File: src/rtl/qat_pkg.sv
`default_nettype none

package qat_pkg;

   // Most results that one request can cause.
   localparam int MaxResults = 4;

   // Default number of result bundles held between front and back.
   localparam int QueueDepth = 4;

   // One result: a token byte or a mark.
   typedef struct packed {
      logic [7:0] token_byte;
      logic       token_byte_valid;
      logic       token_done;
      logic       line_done;
      logic       parse_error;
   } qat_result_type;

   // All results of one request; count runs from 1 to MaxResults.
   typedef struct packed {
      logic [$clog2(MaxResults+1)-1:0]     count;
      qat_result_type [MaxResults-1:0]     results;
   } qat_bundle_type;

   // Write side of the result queue.
   typedef struct packed {
      logic           valid;
      qat_bundle_type bundle;
   } qat_push_type;

   // Read side of the result queue.
   typedef struct packed {
      logic           valid;
      qat_bundle_type bundle;
   } qat_head_type;

endpackage

`default_nettype wire

File: src/rtl/qat_front.sv
`default_nettype none

module qat_front (
   input  wire logic                  clock,
   input  wire logic                  reset,
   input  wire logic                  req_tvalid,
   output logic                       req_tready,
   input  wire logic [7:0]            req_tdata,
   input  wire logic                  req_tuser,
   input  wire logic                  req_tlast,
   input  wire logic                  queue_full,
   output qat_pkg::qat_push_type      push
);

   localparam logic [7:0] ChSpace     = 8'h20;
   localparam logic [7:0] ChTab       = 8'h09;
   localparam logic [7:0] ChNewline   = 8'h0A;
   localparam logic [7:0] ChVtab      = 8'h0B;
   localparam logic [7:0] ChFormfeed  = 8'h0C;
   localparam logic [7:0] ChReturn    = 8'h0D;
   localparam logic [7:0] ChBackspace = 8'h08;
   localparam logic [7:0] ChBell      = 8'h07;
   localparam logic [7:0] ChDquote    = 8'h22;
   localparam logic [7:0] ChSquote    = 8'h27;
   localparam logic [7:0] ChBackslash = 8'h5C;
   localparam logic [7:0] ChLowerX    = 8'h78;
   localparam logic [7:0] ChLowerN    = 8'h6E;
   localparam logic [7:0] ChLowerR    = 8'h72;
   localparam logic [7:0] ChLowerT    = 8'h74;
   localparam logic [7:0] ChLowerB    = 8'h62;
   localparam logic [7:0] ChLowerA    = 8'h61;
   localparam int         CountWidth  = $clog2(qat_pkg::MaxResults+1);
   localparam int         SlotWidth   = $clog2(qat_pkg::MaxResults);

   typedef enum logic [5:0] {
      MODE_BETWEEN = 6'b000001,
      MODE_PLAIN   = 6'b000010,
      MODE_DQ      = 6'b000100,
      MODE_SQ      = 6'b001000,
      MODE_CLOSED  = 6'b010000,
      MODE_ERROR   = 6'b100000
   } mode_type;

   typedef enum logic [3:0] {
      ESC_NONE  = 4'b0001,
      ESC_SLASH = 4'b0010,
      ESC_X     = 4'b0100,
      ESC_HEX1  = 4'b1000
   } esc_type;

   mode_type    mode_ff, mode_in;
   esc_type     esc_ff, esc_in;
   logic [7:0]  first_hex_ff, first_hex_in;

   logic [7:0]                                  ch;
   logic                                        accept;
   logic                                        do_plain;
   logic                                        do_fresh;
   logic [7:0]                                  quote_ch;
   logic [CountWidth-1:0]                       n_res;
   qat_pkg::qat_result_type [qat_pkg::MaxResults-1:0] res;

   function automatic logic is_sep(input logic [7:0] c);
      is_sep = (c == ChSpace) || (c == ChTab) || (c == ChNewline) ||
               (c == ChReturn) || (c == ChVtab) || (c == ChFormfeed);
   endfunction

   function automatic logic is_hex(input logic [7:0] c);
      is_hex = (c >= 8'h30 && c <= 8'h39) || (c >= 8'h61 && c <= 8'h66) ||
               (c >= 8'h41 && c <= 8'h46);
   endfunction

   function automatic logic [3:0] hex_val(input logic [7:0] c);
      logic [7:0] v;
      v = 8'd0;
      if (c >= 8'h30 && c <= 8'h39) v = c - 8'h30;
      else if (c >= 8'h61 && c <= 8'h66) v = c - 8'h57;
      else if (c >= 8'h41 && c <= 8'h46) v = c - 8'h37;
      hex_val = v[3:0];
   endfunction

   function automatic logic [7:0] escape_map(input logic [7:0] c);
      case (c)
         ChLowerN: escape_map = ChNewline;
         ChLowerR: escape_map = ChReturn;
         ChLowerT: escape_map = ChTab;
         ChLowerB: escape_map = ChBackspace;
         ChLowerA: escape_map = ChBell;
         default:  escape_map = c;
      endcase
   endfunction

   function automatic qat_pkg::qat_result_type mk_byte(input logic [7:0] b);
      mk_byte = '{token_byte: b, token_byte_valid: 1'b1, token_done: 1'b0,
                  line_done: 1'b0, parse_error: 1'b0};
   endfunction

   function automatic qat_pkg::qat_result_type mk_mark(input logic td, input logic ld,
                                                       input logic err);
      mk_mark = '{token_byte: 8'd0, token_byte_valid: 1'b0, token_done: td,
                  line_done: ld, parse_error: err};
   endfunction

   assign ch         = req_tdata;
   assign req_tready = !queue_full;
   assign accept     = req_tvalid && req_tready;
   assign quote_ch   = (mode_ff == MODE_SQ) ? ChSquote : ChDquote;

   // Decode one request into its list of results and the next scan state.
   always_comb begin
      mode_in      = mode_ff;
      esc_in       = esc_ff;
      first_hex_in = first_hex_ff;
      do_plain     = 1'b0;
      do_fresh     = 1'b0;
      n_res        = '0;
      res          = '0;

      if (req_tuser) begin
         case (mode_ff)
            MODE_PLAIN: begin
               do_plain = 1'b1;
            end
            MODE_DQ: begin
               case (esc_ff)
                  ESC_SLASH: begin
                     if (ch == ChLowerX) begin
                        esc_in = ESC_X;
                     end else begin
                        esc_in = ESC_NONE;
                        res[n_res[SlotWidth-1:0]] = mk_byte(escape_map(ch));
                        n_res = n_res + 1'b1;
                     end
                  end
                  ESC_X: begin
                     if (is_hex(ch)) begin
                        first_hex_in = ch;
                        esc_in       = ESC_HEX1;
                     end else begin
                        esc_in = ESC_NONE;
                        res[n_res[SlotWidth-1:0]] = mk_byte(ChLowerX);
                        n_res = n_res + 1'b1;
                        do_fresh = 1'b1;
                     end
                  end
                  ESC_HEX1: begin
                     esc_in       = ESC_NONE;
                     first_hex_in = 8'd0;
                     if (is_hex(ch)) begin
                        res[n_res[SlotWidth-1:0]] = mk_byte({hex_val(first_hex_ff),
                                                             hex_val(ch)});
                        n_res = n_res + 1'b1;
                     end else begin
                        res[n_res[SlotWidth-1:0]] = mk_byte(ChLowerX);
                        n_res = n_res + 1'b1;
                        res[n_res[SlotWidth-1:0]] = mk_byte(first_hex_ff);
                        n_res = n_res + 1'b1;
                        do_fresh = 1'b1;
                     end
                  end
                  default: begin
                     do_fresh = 1'b1;
                  end
               endcase
            end
            MODE_SQ: begin
               if (esc_ff != ESC_NONE) begin
                  esc_in = ESC_NONE;
                  if (ch == ChSquote) begin
                     res[n_res[SlotWidth-1:0]] = mk_byte(ChSquote);
                     n_res = n_res + 1'b1;
                  end else begin
                     res[n_res[SlotWidth-1:0]] = mk_byte(ChBackslash);
                     n_res = n_res + 1'b1;
                     do_fresh = 1'b1;
                  end
               end else begin
                  do_fresh = 1'b1;
               end
            end
            MODE_CLOSED: begin
               if (is_sep(ch)) begin
                  res[n_res[SlotWidth-1:0]] = mk_mark(1'b1, 1'b0, 1'b0);
                  mode_in = MODE_BETWEEN;
               end else begin
                  res[n_res[SlotWidth-1:0]] = mk_mark(1'b0, 1'b0, 1'b1);
                  mode_in = MODE_ERROR;
               end
               n_res = n_res + 1'b1;
            end
            MODE_ERROR: begin
               mode_in = MODE_ERROR;
            end
            default: begin
               if (!is_sep(ch)) begin
                  mode_in  = MODE_PLAIN;
                  do_plain = 1'b1;
               end else begin
                  mode_in = MODE_BETWEEN;
               end
            end
         endcase

         // A byte inside a bare token.
         if (do_plain) begin
            if (is_sep(ch)) begin
               res[n_res[SlotWidth-1:0]] = mk_mark(1'b1, 1'b0, 1'b0);
               n_res   = n_res + 1'b1;
               mode_in = MODE_BETWEEN;
            end else if (ch == ChDquote) begin
               mode_in = MODE_DQ;
               esc_in  = ESC_NONE;
            end else if (ch == ChSquote) begin
               mode_in = MODE_SQ;
               esc_in  = ESC_NONE;
            end else begin
               res[n_res[SlotWidth-1:0]] = mk_byte(ch);
               n_res = n_res + 1'b1;
            end
         end

         // A quoted byte with no escape pending.
         if (do_fresh) begin
            if (ch == ChBackslash) begin
               esc_in = ESC_SLASH;
            end else if (ch == quote_ch) begin
               mode_in = MODE_CLOSED;
            end else begin
               res[n_res[SlotWidth-1:0]] = mk_byte(ch);
               n_res = n_res + 1'b1;
            end
         end
      end

      // The line end closes whatever is open and restarts the scan.
      if (req_tlast) begin
         case (mode_in)
            MODE_PLAIN, MODE_CLOSED: res[n_res[SlotWidth-1:0]] = mk_mark(1'b1, 1'b1, 1'b0);
            MODE_DQ, MODE_SQ:        res[n_res[SlotWidth-1:0]] = mk_mark(1'b0, 1'b1, 1'b1);
            default:                 res[n_res[SlotWidth-1:0]] = mk_mark(1'b0, 1'b1, 1'b0);
         endcase
         n_res        = n_res + 1'b1;
         mode_in      = MODE_BETWEEN;
         esc_in       = ESC_NONE;
         first_hex_in = 8'd0;
      end
   end

   // Requests that cause no result are not queued.
   assign push.valid          = accept && (n_res != '0);
   assign push.bundle.count   = n_res;
   assign push.bundle.results = res;

   // Scan state advances only on an accepted request.
   always_ff @(posedge clock) begin
      if (reset) begin
         mode_ff      <= MODE_BETWEEN;
         esc_ff       <= ESC_NONE;
         first_hex_ff <= 8'd0;
      end else if (accept) begin
         mode_ff      <= mode_in;
         esc_ff       <= esc_in;
         first_hex_ff <= first_hex_in;
      end
   end

endmodule

`default_nettype wire

File: src/rtl/qat_fifo.sv
`default_nettype none

module qat_fifo #(
   parameter int DEPTH = qat_pkg::QueueDepth
) (
   input  wire logic                 clock,
   input  wire logic                 reset,
   input  wire qat_pkg::qat_push_type push,
   output logic                      full,
   output qat_pkg::qat_head_type     head,
   input  wire logic                 pop
);

   localparam int PtrWidth = (DEPTH > 1) ? $clog2(DEPTH) : 1;
   localparam int CntWidth = $clog2(DEPTH + 1);
   localparam logic [PtrWidth-1:0] LastPtr = PtrWidth'(DEPTH - 1);
   localparam logic [CntWidth-1:0] FullCnt = CntWidth'(DEPTH);

   qat_pkg::qat_bundle_type entry_ff [DEPTH];
   logic [PtrWidth-1:0]     wr_ptr_ff, wr_ptr_in;
   logic [PtrWidth-1:0]     rd_ptr_ff, rd_ptr_in;
   logic [CntWidth-1:0]     count_ff, count_in;
   logic                    do_push;
   logic                    do_pop;

   assign full        = (count_ff == FullCnt);
   assign head.valid  = (count_ff != '0);
   assign head.bundle = entry_ff[rd_ptr_ff];
   assign do_push     = push.valid && !full;
   assign do_pop      = pop && head.valid;

   // Pointer and fill count update.
   always_comb begin
      wr_ptr_in = wr_ptr_ff;
      rd_ptr_in = rd_ptr_ff;
      count_in  = count_ff;
      if (do_push) begin
         wr_ptr_in = (wr_ptr_ff == LastPtr) ? '0 : wr_ptr_ff + 1'b1;
      end
      if (do_pop) begin
         rd_ptr_in = (rd_ptr_ff == LastPtr) ? '0 : rd_ptr_ff + 1'b1;
      end
      if (do_push && !do_pop) begin
         count_in = count_ff + 1'b1;
      end else if (do_pop && !do_push) begin
         count_in = count_ff - 1'b1;
      end
   end

   always_ff @(posedge clock) begin
      if (reset) begin
         wr_ptr_ff <= '0;
         rd_ptr_ff <= '0;
         count_ff  <= '0;
      end else begin
         wr_ptr_ff <= wr_ptr_in;
         rd_ptr_ff <= rd_ptr_in;
         count_ff  <= count_in;
      end
   end

   // Bundle storage.
   always_ff @(posedge clock) begin
      if (do_push) begin
         entry_ff[wr_ptr_ff] <= push.bundle;
      end
   end

endmodule

`default_nettype wire

File: src/rtl/qat_back.sv
`default_nettype none

module qat_back (
   input  wire logic                  clock,
   input  wire logic                  reset,
   input  wire qat_pkg::qat_head_type head,
   output logic                       pop,
   output logic                       rsp_tvalid,
   input  wire logic                  rsp_tready,
   output logic [7:0]                 rsp_tdata,
   output logic [2:0]                 rsp_tuser,
   output logic                       rsp_tlast
);

   localparam int SlotWidth = $clog2(qat_pkg::MaxResults);

   logic [SlotWidth-1:0]    slot_ff, slot_in;
   logic                    out_valid_ff, out_valid_in;
   qat_pkg::qat_result_type out_ff;
   qat_pkg::qat_result_type cur;
   logic                    load;
   logic                    last_slot;

   assign cur       = head.bundle.results[slot_ff];
   assign last_slot = ({1'b0, slot_ff} + 1'b1) == head.bundle.count;
   assign load      = head.valid && (!out_valid_ff || rsp_tready);
   assign pop       = load && last_slot;

   // Walk through the head bundle one result per cycle while the output is not stalled.
   always_comb begin
      slot_in      = slot_ff;
      out_valid_in = out_valid_ff;
      if (load) begin
         out_valid_in = 1'b1;
         slot_in      = last_slot ? '0 : slot_ff + 1'b1;
      end else if (rsp_tready) begin
         out_valid_in = 1'b0;
      end
   end

   always_ff @(posedge clock) begin
      if (reset) begin
         slot_ff      <= '0;
         out_valid_ff <= 1'b0;
      end else begin
         slot_ff      <= slot_in;
         out_valid_ff <= out_valid_in;
      end
   end

   // Output register.
   always_ff @(posedge clock) begin
      if (load) begin
         out_ff <= cur;
      end
   end

   assign rsp_tvalid = out_valid_ff;
   assign rsp_tdata  = out_ff.token_byte;
   assign rsp_tuser  = {out_ff.parse_error, out_ff.token_done, out_ff.token_byte_valid};
   assign rsp_tlast  = out_ff.line_done;

endmodule

`default_nettype wire

File: src/rtl/quoted_argument_tokenizer_core.sv
`default_nettype none

// Channel   Direction  tdata          tuser                                  tlast
// req_      in         data_byte      byte_present                           line_end
// rsp_      out        token_byte     token_byte_valid, token_done, error    line_done
//
// One request is taken per cycle while the result queue has room; it is
// decoded in the same cycle and its results, if any, up to four, are queued
// as a bundle. Results leave at one per cycle while rsp_tready allows, from a
// registered output; the queue absorbs requests with several results.
// Reset is synchronous and active high and returns the scan to between tokens.
// A stalled result side backs up through the queue to req_tready only.

module quoted_argument_tokenizer_core #(
   parameter int QUEUE_DEPTH = qat_pkg::QueueDepth
) (
   input  wire logic       clock,
   input  wire logic       reset,
   input  wire logic       req_tvalid,
   output logic            req_tready,
   input  wire logic [7:0] req_tdata,   // data_byte
   input  wire logic       req_tuser,   // byte_present
   input  wire logic       req_tlast,   // line_end
   output logic            rsp_tvalid,
   input  wire logic       rsp_tready,
   output logic [7:0]      rsp_tdata,   // token_byte
   output logic [2:0]      rsp_tuser,   // token_byte_valid, token_done, parse_error
   output logic            rsp_tlast    // line_done
);

   qat_pkg::qat_push_type push;
   qat_pkg::qat_head_type head;
   logic                  queue_full;
   logic                  pop;

   // Front: accepts and decodes requests.
   qat_front u_front (
      .clock      (clock),
      .reset      (reset),
      .req_tvalid (req_tvalid),
      .req_tready (req_tready),
      .req_tdata  (req_tdata),
      .req_tuser  (req_tuser),
      .req_tlast  (req_tlast),
      .queue_full (queue_full),
      .push       (push)
   );

   // Queue of result bundles.
   qat_fifo #(
      .DEPTH (QUEUE_DEPTH)
   ) u_fifo (
      .clock (clock),
      .reset (reset),
      .push  (push),
      .full  (queue_full),
      .head  (head),
      .pop   (pop)
   );

   // Back: sends the results one by one.
   qat_back u_back (
      .clock      (clock),
      .reset      (reset),
      .head       (head),
      .pop        (pop),
      .rsp_tvalid (rsp_tvalid),
      .rsp_tready (rsp_tready),
      .rsp_tdata  (rsp_tdata),
      .rsp_tuser  (rsp_tuser),
      .rsp_tlast  (rsp_tlast)
   );

endmodule

`default_nettype wire

File: config.mk
export PLATFORM = sky130hd
export DESIGN_NAME = quoted_argument_tokenizer_core
export DESIGN_NICKNAME = d
export VERILOG_FILES = /design/src/rtl/qat_pkg.sv /design/src/rtl/qat_front.sv /design/src/rtl/qat_fifo.sv /design/src/rtl/qat_back.sv /design/src/rtl/quoted_argument_tokenizer_core.sv
export SDC_FILE = /design/constraint.sdc
export NUM_CORES = 1
export LEC_CHECK = 0
export BUFFER_PORTS_ARGS = -buffer_cell sky130_fd_sc_hd__buf_2
export CAP_MARGIN = 10
export CORE_ASPECT_RATIO = 0.5
export CORE_MARGIN = 5
export CORE_UTILIZATION = 40
export DETAILED_ROUTE_END_ITERATION = 7
export SYNTH_ARGS = -nofsm -noshare
export SYNTH_HDL_FRONTEND = slang
export SYNTH_SLANG_ARGS = --single-unit
File: constraint.sdc
create_clock -name clock -period 12 [get_ports clock]
set_input_delay 2.4 -clock clock [delete_from_list [all_inputs] [get_ports clock]]
set_output_delay 2.4 -clock clock [all_outputs]
set_load 0.05 [all_outputs]
# Word level (Yosys, flattened, before mapping)
# Memories as Yosys holds them, arrays and structs flattened. A register that Yosys moved wholly into a read port is not among the register bits.
# Cells that the tools add are included.
# classes
add_sub_neg	15
mul	0
n_div	0
n_lt_le_gt_ge	19
n_eq_ne	34
shift	0
n_mux	109
bitwise	12
reduce_logical	43
# op_table
cell	n
$mux W48	10
$mux W12	12
$bwmux W48	2
$pmux W48 S2	1
$not A44 Y44	2
$and A40 B40 Y40	2
$not A40 Y40	2
$demux W12 S2	3
$pmux W12 S3	2
$mux W4	16
$mux W6	10
$eq A8 B7 Y1 const B	7
$mux W3	16
$and A22 B44 Y44	1
$and A44 B44 Y44	1
$eq A8 B4 Y1 const B	5
$pmux W8 S5	1
$ge A8 B7 Y1 const B	4
$le A8 B7 Y1 const B	4
$mux W8	4
$bmux W12 S2	1
$eq A8 B6 Y1 const B	3
$mux W11	2
$pmux W3 S3	2
other kinds (44)	119
# totals
reg_bits	40
latch_bits	0
ram_bits	204
mem_bits_ro	0
input_bits	14
out_inout_bits	14
wordCells	246
memories	1
# mem_list
name	words	word_bits	read_ports	rd_ports_with_merged_regs	write_ports	line_no	source
u_fifo.entry_ff	4	51	1	1	1	qat_fifo.sv:19	qat_pkg::qat_bundle_type entry_ff [DEPTH];

# Logic depth before layout (Yosys ltp)
# logic_depth
word_depth	28
mapped_depth	25

# Hierarchy
# From an unflattened synthesis, not the netlist that was laid out.
# unflattened
cells_unflattened	798
area_unflattened_um2	11726.2
# modules_own_cells
mod	instances	cells_each	area_per_inst_um2	seq_area_each_um2
qat_fifo	1	317	7843.8	6306.0
qat_front	1	433	3017.9	360.3
qat_back	1	48	864.6	420.4

# Worst setup path after synthesis
# No wires, ideal clock.
# synth_timing
kind	input to register
start	in req_tdata[1]
end	mem u_fifo.entry_ff[0][0] (netlist name) (enable)
t_arrival_ns	8.268
required_ns	11.534
slack_ns	3.266
stages	19
path_buffers	0
path_cell_list	inv_1 ha_1 nand2b_1 o2111ai_1 o21a_4 o211ai_2 a21boi_4 ha_1 a31oi_1 inv_1 ha_1 o211ai_1 inv_1 ha_1 inv_1 nand3_1 a41oi_2 mux2i_4 nor2b_1
# synth_via
elab_chain_len	26
# synth_rtl
item	line_no	source
from (decl)	quoted_argument_tokenizer_core.sv:21	input wire logic [7:0] req_tdata,
$ge A8 B6 Y1, or another cell as far along	qat_front.sv:69	is_hex = (c >= 8'h30 && c <= 8'h39) || (c >= 8'h61 && c <= 8'h66) ||
$logic_and A1 B1 Y1	qat_front.sv:69	
$logic_or A1 B1 Y1 (2 in series)	qat_front.sv:69	
$mux W2 or $mux W1 (tied branches)	qat_front.sv:149, qat_front.sv:136	
$pmux W3 S3	qat_front.sv:125	case (esc_ff)
$pmux W3 S3	qat_front.sv:120	case (mode_ff)
$mux W3	qat_front.sv:119	if (req_tuser) begin
$add A3 B1 Y3	qat_front.sv:208, qat_front.sv:218	
(+9 left out)	-	
$mux W3 (*)	qat_front.sv:119	
$add A3 B1 Y3	qat_front.sv:242	n_res = n_res + 1'b1;
$mux W3 (*)	qat_front.sv:236	if (req_tlast) begin
$reduce_bool A3 Y1 (*)	qat_front.sv:250	assign push.valid = accept && (n_res != '0);
$logic_and A1 B1 Y1 (*)	qat_front.sv:250	
$logic_and A1 B1 Y1 (*)	qat_fifo.sv:29	assign do_push = push.valid && !full;
$mux W1 (*)	qat_fifo.sv:64	if (do_push) begin
$mux W1 (not written as such) (*)	qat_fifo.sv:65	entry_ff[wr_ptr_ff] <= push.bundle;
to (decl)	qat_fifo.sv:19	
# Mark *: on every way between the ends. The rest lies on a longest branch, timed or not. The select of a mux whose other input is x is not followed.

# Worst setup path in the final report
# layout_timing
start	in req_tdata[1]
end	reg u_fifo.count_ff[2]
# layout_via
elab_chain_len	27
# layout_rtl
item	line_no	source
$ge A8 B6 Y1, or another cell as far along	qat_front.sv:69	
$logic_and A1 B1 Y1	qat_front.sv:69	
$logic_or A1 B1 Y1 (2 in series)	qat_front.sv:69	
$mux W2 or $mux W1 (tied branches)	qat_front.sv:149, qat_front.sv:136	
$pmux W3 S3	qat_front.sv:125	
$pmux W3 S3	qat_front.sv:120	
$mux W3	qat_front.sv:119	
$add A3 B1 Y3	qat_front.sv:208, qat_front.sv:218	
(+11 left out)	-	
$mux W3 (*)	qat_front.sv:236	
$reduce_bool A3 Y1 (*)	qat_front.sv:250	
$logic_and A1 B1 Y1 (*)	qat_front.sv:250	
$logic_and A1 B1 Y1 (*)	qat_fifo.sv:29	
net u_fifo.do_push	qat_fifo.sv:23	logic do_push;
$logic_not A1 Y1	qat_fifo.sv:45	end else if (do_pop && !do_push) begin
$logic_and A1 B1 Y1	qat_fifo.sv:45	
$reduce_bool A2 Y1 (no line)	-	
to (signal assigned)	qat_fifo.sv:58	count_ff <= count_in;
to (decl)	qat_fifo.sv:22	logic [CntWidth-1:0] count_ff, count_in;
# The timed path passes the listed nets; every way through them passes the cells marked *. The select of a mux whose other input is x is not followed.
# A chain may end at the register's enable or synchronous reset.

==> results.py <==
metrics = {
    "run_status": {
        "status": "complete, no violations",
    },
    "clock_tree": {
        "cts_hold_buf": 0,
        "clockRootBuffer": "clkbuf_16",
        "clock_latency_ns": 0.52,
        "cts_buffer_depth": 3,
        "htree_levels": 1,
        "clock_sinks": 246,
        "cts_resized": 0,
        "post_cts_buffers": 0,
        "tritoncts": "yes",
        "clk_pin_slew_ns": 0.06,
        "cts_made_buffers": 24,
    },
    "timing": {
        "setup_tns_ns": 0,
        "fin_crit_sh_pct": 64.0,
        "fmax_ghz": 0.130,
        "period_minus_slack_ns": 7.68,
        "skew_ns": 0.0138,
        "setup_viol": 0,
        "tightestPinTransition_ns": 1.04,
        "hold_violations": 0,
        "rsz0062_at_grt": "no",
        "final-max-slew-violation-count": 0,
        "holdWs_ns": 0.481,
        "max_slew_margin_pct": 30.8,
    },
    "grt": {
        "grt_pass1_vias": 6798,
        "grt_usage_pct": 16.5,
        "antenna_found_initial": 1,
        "grt_pass1_wl_um": 41800,
        "grt_max_degree": 52,
        "grt_overflow": 0,
    },
    "synth": {
        "ys_warn_count": 0,
        "syn_area_um2": 11600,
        "synth_cell_type_count": 91,
        "synth_top_family_by_area": "multiplexers",
        "synth_fp_nets": 835,
        "yosys.area_share.simple_pct": 10.5,
        "synth_sequential_area_ratio_pct": 61.1,
        "synth_compound_area_share_pct": 8.85,
        "synth_area_per_cell_um2": 14.6,
        "synth_ff_type": "edfxtp_1",
        "synth_seq_cells": 246,
        "synthArstFlopShare_pct": 0,
        "synth_edf_count": 216,
        "syn_inst": 794,
        "synth_xor_area_share_pct": 0.906,
        "synthAdderAreaFrac_pct": 2.98,
        "synth.mux.area_fraction_pct": 13.4,
    },
    "finish": {
        "final_cells": 1225,
        "finish.utilization_pct": 45.1,
        "drive_gt1_share_pct": 21.1,
        "syn2layout_area_growth_pct": 12.0,
        "final_nets": 857,
    },
    "detailed_routing": {
        "drc": 0,
        "route.vias.total": 7019,
        "viasPerCell": 5.73,
        "dr.pass1.iters": 5,
        "antenna_left": 0,
        "drtIter0Drc": 588,
        "drt_wl_total_um": 27200,
        "wl_per_cell_um": 22.2,
    },
    "power": {
        "powerDensity_nw_per_um2": 176,
        "p_total_mw": 2.29,
        "ir_worst_vdd_v": 0.0000948,
        "power.leakage_nw": 4.16,
    },
    "critical_path": {
        "end_kind": "register",
        "crit_fanout": 8,
        "crit_required_ns": 12.45,
        "crit_path_start_kind": "primary input",
        "path_class": "primary input to register",
        "arrival_ns": 8.13,
    },
    "placed_design": {
        "place_inst": 1181,
        "place_congestion": 0.921,
        "dp_hpwl_um": 17800,
        "port_buffers": 27,
    },
    "job": {
        "maxCapViolCount": 0,
    },
    "floorplanning": {
        "rows": 44,
        "die_h_um": 130,
        "die_w_um": 251,
        "initial_core_util_pct": 40.3,
        "core_um2": 28800,
        "die_area_um2": 32700,
        "pin_count": 28,
    },
    "hold_path": {
        "min_path_type": "register to register",
    },
}
## final cells by class
type	count	area, um2
flip-flops and latches	246	7090
well taps	391	489
fillers	2497	15800
inverters	28	105
diodes	1	2.50
clock inverters	9	86.3
clock buffers	34	732
repair buffers	35	195
multi-input cells	481	4280
## cell usage after synthesis (all sizes together) (10+ instances only)
master	count	area (um2)
clkbuf	24	90.1
nand3	27	135
nor3	26	130
edfxtp	216	6490
mux4	63	1420
o21ai	21	113
a21oi	38	194
nand2b	14	87.6
buf	15	66.3
dfxtp	30	601
and2	11	71.3
nand2	47	184
a22oi	10	75.1
ha	26	325
nor2	47	186
nor2b	12	75.1
inv	27	101
mux2i	10	125
## power by group
| part | total [mW] | switching (mW) | internal [mW] |
|---|---|---|---|
| registers | 1.06 | 0.0335 | 1.02 |
| clock network | 0.763 | 0.315 | 0.448 |
| logic | 0.471 | 0.285 | 0.186 |
## flip-flops by register name (all words and copies together), names as in the netlist, named ones only
register / cells
u_fifo.entry_ff: 204
u_back.rsp_tdata: 8
u_front.first_hex_ff: 8
u_front.mode_ff: 6
u_front.esc_ff: 4
u_back.rsp_tuser: 3
u_fifo.count_ff: 3
u_back.slot_ff: 2
u_fifo.rd_ptr_ff: 2
u_fifo.wr_ptr_ff: 2
u_back.rsp_tlast: 1
u_back.rsp_tvalid: 1
## kinds of logic (layout without fill, tap and decap cells)
family	count (synthesis)	count (layout)
AO/OA/AOI/OAI	140	140
XOR/XNOR	12	12
adder cells (fa/ha/maj)	27	27
buffers and inverters	67	106
flip-flops	246	246
multiplexers	74	74
other	0	1
AND/OR/NAND/NOR	228	228
## final timing paths
path	from	cells after the start	slack, ns	endpoint
hold reg to reg	u_back.rsp_tvalid$_SDFFE_PP0P_	2	0.48	u_back.rsp_tvalid$_SDFFE_PP0P_
hold / removal	u_back.rsp_tvalid$_SDFFE_PP0P_	2	0.48	u_back.rsp_tvalid$_SDFFE_PP0P_
setup reg to reg	u_front.esc_ff[1]$_SDFFE_PP0P_	22	6.24	u_fifo.count_ff[2]$_SDFFE_PP0P_
setup / recovery	req_tdata[1]	26	4.32	u_fifo.count_ff[2]$_SDFFE_PP0P_
## critical path, stage by stage
cell and delay, ns:
buf_2 0.16, inv_1 0.26, ha_1 0.31, nand2b_1 0.13
o2111ai_1 0.48, o21a_4 0.26, o211ai_2 0.13, a21boi_4 0.28
ha_1 0.26, a31oi_1 0.37, inv_1 0.14, ha_1 0.32
o211ai_1 0.35, inv_1 0.11, ha_1 0.21, inv_1 0.07
nand3_1 0.08, a41oi_2 0.27, mux2i_4 0.19, inv_2 0.08
ha_1 0.17, inv_1 0.06, fa_1 0.39, xor2_1 0.18
or3_1 0.30, a21oi_1 0.16
## metrics by stage
stage	worst slack, ns	instance area (um2)
final	4.32	13000
after global routing	3.80	13000
after CTS	4.31	13000
after detailed placement	3.80	12200
after global placement	3.94	12200
after floorplan	3.27	11600
## layer usage
| layer | GRT usage, % | vias to the layer above | wire [um] |
|---|---|---|---|
| met5 | 0 | - | 0 |
| met4 | 3.21 | 0 | 390 |
| met3 | 3.16 | 34 | 1720 |
| met2 | 26.2 | 221 | 12300 |
| met1 | 24.3 | 3591 | 12800 |
| li1 | - | 3173 | - |
## cell usage in the layout (no fill, tap or decap), types with 23 or more instances in the layout
cell type	n
a21oi_1	36
ha_1	26
nor3_1	26
inv_1	23
buf_2	27
nand2_1	46
dfxtp_1	28
nand3_1	27
nor2_1	45
clkbuf_16	27
mux4_2	63
edfxtp_1	216
No activity file was read; power rests on OpenSTA's default activity.
